[src/rtl/dws_pkg.sv]
package dws_pkg;

	localparam int DEPTH = 16;
	localparam int WORD_W = 32;
	localparam int IDX_W = $clog2(DEPTH);
	localparam int CNT_W = $clog2(DEPTH + 1);
	localparam int FUNC_W = 4;
	localparam int STATUS_W = 2;
	localparam int COUNT_FIELD_W = 5;

	typedef enum logic [FUNC_W-1:0] {
		FN_PUSH_FRONT = 4'd0,
		FN_PUSH_BACK  = 4'd1,
		FN_POP_FRONT  = 4'd2,
		FN_POP_BACK   = 4'd3,
		FN_PEEK_FRONT = 4'd4,
		FN_PEEK_BACK  = 4'd5,
		FN_FIND       = 4'd6,
		FN_REMOVE     = 4'd7,
		FN_DUMP       = 4'd8
	} func_t;

	typedef enum logic [STATUS_W-1:0] {
		ST_OK        = 2'd0,
		ST_EMPTY     = 2'd1,
		ST_FULL      = 2'd2,
		ST_NOT_FOUND = 2'd3
	} status_t;

	typedef enum logic [2:0] {
		S_IDLE,
		S_READ,
		S_SCAN,
		S_SHIFT,
		S_DUMP
	} state_t;

	typedef struct packed {
		logic [FUNC_W-1:0] func;
		logic [WORD_W-1:0] item_word;
	} req_t;

	typedef struct packed {
		logic [WORD_W-1:0]        result_word;
		logic [STATUS_W-1:0]      status;
		logic [COUNT_FIELD_W-1:0] entry_count;
		logic                     last;
	} rsp_t;

	// Ring position of an offset from the front; both operands are below DEPTH.
	function automatic logic [IDX_W-1:0] ring_add(input logic [IDX_W-1:0] base,
			input logic [IDX_W-1:0] off);
		logic [IDX_W:0] s;
		s = {1'b0, base} + {1'b0, off};
		if (s >= (IDX_W+1)'(DEPTH)) begin
			s = s - (IDX_W+1)'(DEPTH);
		end
		return s[IDX_W-1:0];
	endfunction

endpackage

[src/rtl/dws_ram.sv]
module dws_ram #(
	parameter int DEPTH = 16,
	parameter int WIDTH = 32
) (
	input  logic                     clk,
	input  logic                     we,
	input  logic [$clog2(DEPTH)-1:0] waddr,
	input  logic [WIDTH-1:0]         wdata,
	input  logic [$clog2(DEPTH)-1:0] raddr,
	output logic [WIDTH-1:0]         rdata
);

	logic [WIDTH-1:0] mem [DEPTH];

	always_ff @(posedge clk) begin
		if (we) begin
			mem[waddr] <= wdata;
		end
	end

	always_ff @(posedge clk) begin
		rdata <= mem[raddr];
	end

endmodule

[src/rtl/deque_with_search.sv]
// Bounded double-ended queue of words with masked search, held in a ring in one
// synchronous RAM. A request (func, item_word) is taken at a clock edge where
// start is high and busy is low. Results appear on rsp for one cycle each,
// marked by rsp_valid; the receiver must take them as they come.
// How each request is served, with n the number of entries held:
//   push, requests refused because the queue is empty or full, unused codes:
//   the result comes the cycle after the request and busy stays low, so one
//   request per cycle.
//   pop and peek: the RAM read is issued with the request, and S_READ
//   registers the word onto rsp. find: S_SCAN inspects entries from the front
//   up to the first match or the back entry. remove: the same scan, then
//   S_SHIFT moves each entry behind the match one place toward the front.
//   dump: n results in a row from S_DUMP, the final one with last set.
// Everything that walks the queue goes through the single RAM read port at one
// entry per cycle. The user must write the match mask via cfg_we/cfg_data only
// while the block is idle (not enforced). Reset empties the queue and sets the
// mask to all ones; the RAM is not cleared, as only held entries are ever read.
module deque_with_search (
	input  logic          clk,
	input  logic          arst_n,
	input  logic          start,
	output logic          busy,
	input  dws_pkg::req_t req,
	input  logic          cfg_we,
	input  logic [31:0]   cfg_data,
	output logic          rsp_valid,
	output dws_pkg::rsp_t rsp
);

	import dws_pkg::*;

	localparam int CMP_W = CNT_W + 1;

	state_t state_q, state_d;
	logic [IDX_W-1:0] front_q, front_d;
	logic [CNT_W-1:0] count_q, count_d;
	logic [IDX_W-1:0] idx_q, idx_d;
	logic [FUNC_W-1:0] func_q;
	logic [WORD_W-1:0] key_q;
	logic [WORD_W-1:0] mask_q;
	logic rsp_valid_q;
	rsp_t rsp_q;

	logic we;
	logic [IDX_W-1:0] waddr, raddr;
	logic [WORD_W-1:0] wdata, rdata;

	logic accept, empty, full, hit, scan_last, shift_more;
	logic [CMP_W-1:0] idx_plus1, idx_plus2;
	logic emit;
	logic [WORD_W-1:0] emit_word;
	status_t emit_status;
	logic emit_last;

	dws_ram #(
		.DEPTH(DEPTH),
		.WIDTH(WORD_W)
	) u_ram (
		.clk(clk),
		.we(we),
		.waddr(waddr),
		.wdata(wdata),
		.raddr(raddr),
		.rdata(rdata)
	);

	assign busy = (state_q != S_IDLE);
	assign accept = start && (state_q == S_IDLE);
	assign empty = (count_q == '0);
	assign full = (count_q == CNT_W'(DEPTH));
	assign idx_plus1 = CMP_W'(idx_q) + CMP_W'(1);
	assign idx_plus2 = CMP_W'(idx_q) + CMP_W'(2);
	// The entry at offset idx_q is the back entry.
	assign scan_last = (idx_plus1 == CMP_W'(count_q));
	assign shift_more = (idx_plus2 < CMP_W'(count_q));
	assign hit = (((rdata ^ key_q) & mask_q) == '0);

	always_comb begin
		state_d = state_q;
		case (state_q)
			S_IDLE: begin
				if (accept) begin
					case (req.func)
						FN_POP_FRONT, FN_POP_BACK, FN_PEEK_FRONT, FN_PEEK_BACK: begin
							if (!empty) state_d = S_READ;
						end
						FN_FIND, FN_REMOVE: begin
							if (!empty) state_d = S_SCAN;
						end
						FN_DUMP: begin
							if (!empty) state_d = S_DUMP;
						end
						default: state_d = S_IDLE;
					endcase
				end
			end
			S_READ: state_d = S_IDLE;
			S_SCAN: begin
				if (hit) begin
					if (func_q == FN_REMOVE && !scan_last) begin
						state_d = S_SHIFT;
					end else begin
						state_d = S_IDLE;
					end
				end else if (scan_last) begin
					state_d = S_IDLE;
				end
			end
			S_SHIFT: begin
				if (!shift_more) state_d = S_IDLE;
			end
			S_DUMP: begin
				if (scan_last) state_d = S_IDLE;
			end
			default: state_d = S_IDLE;
		endcase
	end

	always_comb begin
		front_d = front_q;
		count_d = count_q;
		idx_d = idx_q;
		we = 1'b0;
		waddr = ring_add(front_q, idx_q);
		wdata = req.item_word;
		raddr = ring_add(front_q, idx_q);
		emit = 1'b0;
		emit_word = '0;
		emit_status = ST_OK;
		emit_last = 1'b1;
		case (state_q)
			S_IDLE: begin
				if (accept) begin
					case (req.func)
						FN_PUSH_FRONT: begin
							emit = 1'b1;
							if (full) begin
								emit_status = ST_FULL;
							end else begin
								front_d = (front_q == '0) ? IDX_W'(DEPTH - 1)
								                          : front_q - IDX_W'(1);
								we = 1'b1;
								waddr = front_d;
								count_d = count_q + CNT_W'(1);
							end
						end
						FN_PUSH_BACK: begin
							emit = 1'b1;
							if (full) begin
								emit_status = ST_FULL;
							end else begin
								we = 1'b1;
								waddr = ring_add(front_q, IDX_W'(count_q));
								count_d = count_q + CNT_W'(1);
							end
						end
						FN_POP_FRONT, FN_PEEK_FRONT: begin
							if (empty) begin
								emit = 1'b1;
								emit_status = ST_EMPTY;
							end else begin
								raddr = front_q;
								if (req.func == FN_POP_FRONT) begin
									front_d = ring_add(front_q, IDX_W'(1));
									count_d = count_q - CNT_W'(1);
								end
							end
						end
						FN_POP_BACK, FN_PEEK_BACK: begin
							if (empty) begin
								emit = 1'b1;
								emit_status = ST_EMPTY;
							end else begin
								raddr = ring_add(front_q, IDX_W'(count_q - CNT_W'(1)));
								if (req.func == FN_POP_BACK) begin
									count_d = count_q - CNT_W'(1);
								end
							end
						end
						FN_FIND, FN_REMOVE: begin
							if (empty) begin
								emit = 1'b1;
								emit_status = ST_NOT_FOUND;
							end else begin
								raddr = front_q;
								idx_d = '0;
							end
						end
						FN_DUMP: begin
							if (empty) begin
								emit = 1'b1;
								emit_status = ST_EMPTY;
							end else begin
								raddr = front_q;
								idx_d = '0;
							end
						end
						default: emit = 1'b1;
					endcase
				end
			end
			S_READ: begin
				emit = 1'b1;
				emit_word = rdata;
			end
			S_SCAN: begin
				if (hit) begin
					if (func_q == FN_FIND) begin
						emit = 1'b1;
						emit_word = rdata;
					end else if (scan_last) begin
						count_d = count_q - CNT_W'(1);
						emit = 1'b1;
					end else begin
						raddr = ring_add(front_q, IDX_W'(idx_plus1));
					end
				end else if (scan_last) begin
					emit = 1'b1;
					emit_status = ST_NOT_FOUND;
				end else begin
					idx_d = IDX_W'(idx_plus1);
					raddr = ring_add(front_q, IDX_W'(idx_plus1));
				end
			end
			S_SHIFT: begin
				// Move the entry behind the gap one place toward the front.
				we = 1'b1;
				waddr = ring_add(front_q, idx_q);
				wdata = rdata;
				if (shift_more) begin
					idx_d = IDX_W'(idx_plus1);
					raddr = ring_add(front_q, IDX_W'(idx_plus2));
				end else begin
					count_d = count_q - CNT_W'(1);
					emit = 1'b1;
				end
			end
			S_DUMP: begin
				emit = 1'b1;
				emit_word = rdata;
				emit_last = scan_last;
				if (!scan_last) begin
					idx_d = IDX_W'(idx_plus1);
					raddr = ring_add(front_q, IDX_W'(idx_plus1));
				end
			end
			default: begin
				emit = 1'b0;
			end
		endcase
	end

	always_ff @(posedge clk or negedge arst_n) begin
		if (!arst_n) begin
			state_q <= S_IDLE;
			front_q <= '0;
			count_q <= '0;
			idx_q <= '0;
			mask_q <= '1;
			rsp_valid_q <= 1'b0;
		end else begin
			state_q <= state_d;
			front_q <= front_d;
			count_q <= count_d;
			idx_q <= idx_d;
			rsp_valid_q <= emit;
			if (cfg_we) begin
				mask_q <= cfg_data;
			end
		end
	end

	always_ff @(posedge clk) begin
		if (accept) begin
			func_q <= req.func;
			key_q <= req.item_word;
		end
		if (emit) begin
			rsp_q.result_word <= emit_word;
			rsp_q.status <= emit_status;
			rsp_q.entry_count <= COUNT_FIELD_W'(count_d);
			rsp_q.last <= emit_last;
		end
	end

	assign rsp_valid = rsp_valid_q;
	assign rsp = rsp_q;

endmodule

[config.mk]
export PLATFORM = sky130hd
export DESIGN_NAME = deque_with_search
export DESIGN_NICKNAME = d
export VERILOG_FILES = /design/src/rtl/dws_pkg.sv /design/src/rtl/dws_ram.sv /design/src/rtl/deque_with_search.sv
export SDC_FILE = /design/constraint.sdc
export NUM_CORES = 1
export LEC_CHECK = 0
export CORE_ASPECT_RATIO = 0.9
export CORE_MARGIN = 5
export CORE_UTILIZATION = 30
export CTS_CLUSTER_DIAMETER = 200
export DETAILED_ROUTE_END_ITERATION = 6
export DONT_BUFFER_PORTS = 1
export PLACE_DENSITY = 0.53
export SETUP_SLACK_MARGIN = 0.2
export SYNTH_ARGS = -nofsm -noshare
export SYNTH_HDL_FRONTEND = slang
export SYNTH_SLANG_ARGS = --single-unit
export TNS_END_PERCENT = 1
[constraint.sdc]
create_clock -name clk -period 6.6 [get_ports clk]
set_clock_uncertainty 0.2 [all_clocks]
set_input_delay 1.32 -clock clk [delete_from_list [all_inputs] [get_ports clk]]
set_output_delay 1.32 -clock clk [all_outputs]
set_load 0.05 [all_outputs]
==> results.tsv <==
metric	value	unit
Post-DRT Antenna Nets	0	
slew margin rel.	25.9	%
post-synth top area share	64.5	%
worst-case clock buffer depth	3	
fin crit share	76.6	%
CP max stage cell	o311ai_0	
post-synth top area cell	edfxtp_1	
initial antenna violation count	5	
gpl congestion	0.894	
CP Cell Sequence	ha_1 > nand4bb_1 > a21oi_1 > o211ai_2 > mux2i_1 > xor2_1 > o311ai_0 > nand3_2 > buf_4 > o22ai_1 > or4_1	
Post-Syn Instances	1754	
First-pass DRT Iterations	5	
nature of the critical path endpoint	flip-flop	
Synth Area in Compound Gates	6.46	%
Buf/Inv on CP	1	
Setup Viol. Count Final	0	
CTS clock-pin slew for the worst setup and hold paths	60	ps
Routed WL	74900	um
leakage	10.1	nW
metal1 wirelength	33600	um
Slew @ Worst Pin	1100	ps
# Post-CTS Setup Buffers	0	
CTS resizes	0	
CTS Buf Count	71	
Global Route Usage Sum	15.0	%
Post-Synth Simple-Gate Area	5.94	%
critical path depth in cells	11	
cts hold-fix bufs	0	
most frequent cell after synthesis	edfxtp_1	
initial detailed-routing violation count	1243	
ys async rst share	7.32	%
largest family of logic cells by synthesized area	multiplexers	
vias per cell	4.94	
Post-synth top cells	588 x edfxtp_1, 260 x mux2i_1, 133 x nand2_1	
I/O Buffers	0	
adder-cell share of the synthesized area	1.55	%
largest net degree at the start of global routing	67	
Starting Density	30.1	%
total length of routed met2 wires	35100	um
Nets	1884	
worst-skew pair later-pin latency	620	ps
Vias	15200	
Die Width	328	um
P per Cell Area	276	nW/um^2
row count	105	
final hold violations	0	
Seq cells post-synth	669	
global-route wire length before repair	107000	um
Hold WS	192	ps
min Tclk post-route	5060	ps
reg-to-reg endpoint	u_ram.rdata[2]	
max-cap check violation count	0	
DP HPWL	45000	um
yosys warns	0	
R2R setup slack	1540	ps
Area growth syn-to-layout	14.9	%
syn_nets	1857	
Post-synth EDFFs	588	
CTS root buffer	clkbuf_16	
Mapped Avg Cell Area	15.6	um^2
Die ar.	97400	um^2
CTS sink count	669	
Layout fillers	8685	
WL/cell	24.3	um
top cells by area, synth	edfxtp_1 64%, mux2i_1 9.5%, dfstp_2 3.1%	
# IOs	114	
xor/xnor cell area share of the yosys netlist	1.89	%
Crit path required time	6950	ps
CORE AREA	90900	um^2
setup TNS	0	ps
top_reg_cell synth	edfxtp_1	
reg2reg path depth	11	
crit path kind	flip-flop to flip-flop	
Die Span Y	297	um
delay-heaviest family, CP	compound AO/OA/AOI/OAI gates	
grt ovf	0	
fmax	198	MHz
DP Worst Slack	1540	ps
Max Fanout on Critical Path	19	
CP max stage delay	920	ps
Final Worst Setup Slack	1540	ps
metal3 WL	5130	um
mux cell area share after synthesis	10.9	%
RR Startpoint	idx_q[1]	
CTS tree	built	
Final Max Tran Viols	0	
critical path arrival	5410	ps
worst vdd ir	0.211	mV
Netlist cell types	75	
number of remaining DRC errors	0	
H-tree depth	3	
RSZ-0062 raised after global routing	no	
share of cells above drive strength 1	14.1	%
status	complete, no violations	
highest routed layer	met5	
Synth Cell Area	27400	um^2
sequential area share after synthesis	71.4	%
worst min path class	primary input to async pin	
Setup crit start kind	flip-flop	
vias in the first global route	15100	
## worst register-to-register path: stages (launching register included)
cell,delay (ps)
dfrtp_1,460
ha_1,340
nand4bb_1,140
a21oi_1,90
o211ai_2,780
mux2i_1,310
xor2_1,140
o311ai_0,920
nand3_2,690
buf_4,510
o22ai_1,260
or4_1,140
## cell type report
cell class	count	area (um^2)	area share [%]
multi-input cells	974	7490	23.8
repair buffers	44	380	1.21
clock buffers	89	1870	5.96
clock inverters	43	527	1.67
diodes	8	20.0	0.0636
flip-flops and latches	669	19600	62.2
well taps	1230	1540	4.89
inverters	21	78.8	0.250
## layer usage
| layer | GRT usage, % | up-vias |
|---|---|---|
| met5 | 0 | - |
| met2 | 24.4 | 420 |
| met3 | 4.25 | 74 |
| met4 | 2.79 | 4 |
| li1 | - | 6869 |
| met1 | 20.3 | 7825 |
## cell usage in the layout (no fill, tap or decap), types with 5 or more instances in the layout
cell type / instances
nand3_1: 10
o21ai_0: 22
bufinv_16: 8
clkbuf_1: 15
diode_2: 8
dfxtp_1: 32
nor2_4: 8
xor2_1: 42
dfstp_2: 32
clkinv_1: 8
nand3_2: 8
o21a_1: 6
fa_1: 5
or4_1: 32
nand4_1: 5
nor2_1: 35
clkinv_2: 14
nor3_2: 8
ha_1: 26
a21oi_1: 34
edfxtp_1: 588
dfrtp_1: 17
a22oi_1: 17
buf_4: 40
o22ai_1: 131
nor3_1: 13
inv_1: 20
clkbuf_16: 71
and2_1: 34
nor2b_1: 5
nand2b_1: 7
a21o_1: 8
a31oi_1: 9
mux2_2: 33
nand2_1: 132
xnor2_1: 17
mux2i_1: 260
## how the worst max path moves through the flow
stage	from	end	slack, ps
3_3_place_gp	req[32]	u_ram.rdata[1]	1690
6_report	idx_q[1]	u_ram.rdata[2]	1540
2_1_floorplan	req[33]	rsp[0]	790
3_5_place_dp	idx_q[1]	u_ram.rdata[2]	1540
4_1_cts	idx_q[1]	u_ram.rdata[2]	1500
5_1_grt	idx_q[1]	u_ram.rdata[2]	1320
## where the power goes
| part | switching (mW) | internal (mW) | total, mW | leakage, nW |
|---|---|---|---|---|
| logic | 0.0196 | 0.0275 | 0.0471 | 2.64 |
| clock network | 1.69 | 2.37 | 4.06 | 1.16 |
| registers | 0.0135 | 4.58 | 4.59 | 6.31 |
## state kept, by name, summed over array words and instances, names as in the netlist, 5 cells and up
name / cells
rsp: 40
key_q: 32
u_ram.rdata: 32
mask_q: 32
u_ram.mem: 512
count_q: 5
## cell families (layout without fill, tap and decap cells)
kind of cell | after synthesis | count (layout)
muxes | 293 | 293
buffers and inverters | 111 | 197
adders and majority gates | 31 | 31
xor gates and xnor gates | 59 | 59
DFF | 669 | 669
other | 0 | 8
and+or+nand+nor | 321 | 321
AOI/OAI and AO/OA | 270 | 270
## metrics by stage
stage / power (mW) / area (um^2) / instances / utilization [%]
floorplan: 4.72 / 27400 / 1754 / -
detailed placement: 4.72 / 29100 / 2938 / 32.0
finish: 8.69 / 31500 / 3078 / 34.6
CTS: 8.78 / 31500 / 3070 / 34.6
global placement: 4.72 / 29100 / 2938 / 32.0
global route: 8.95 / 31500 / 3070 / 34.6
(Power assumes the default switching activity.)
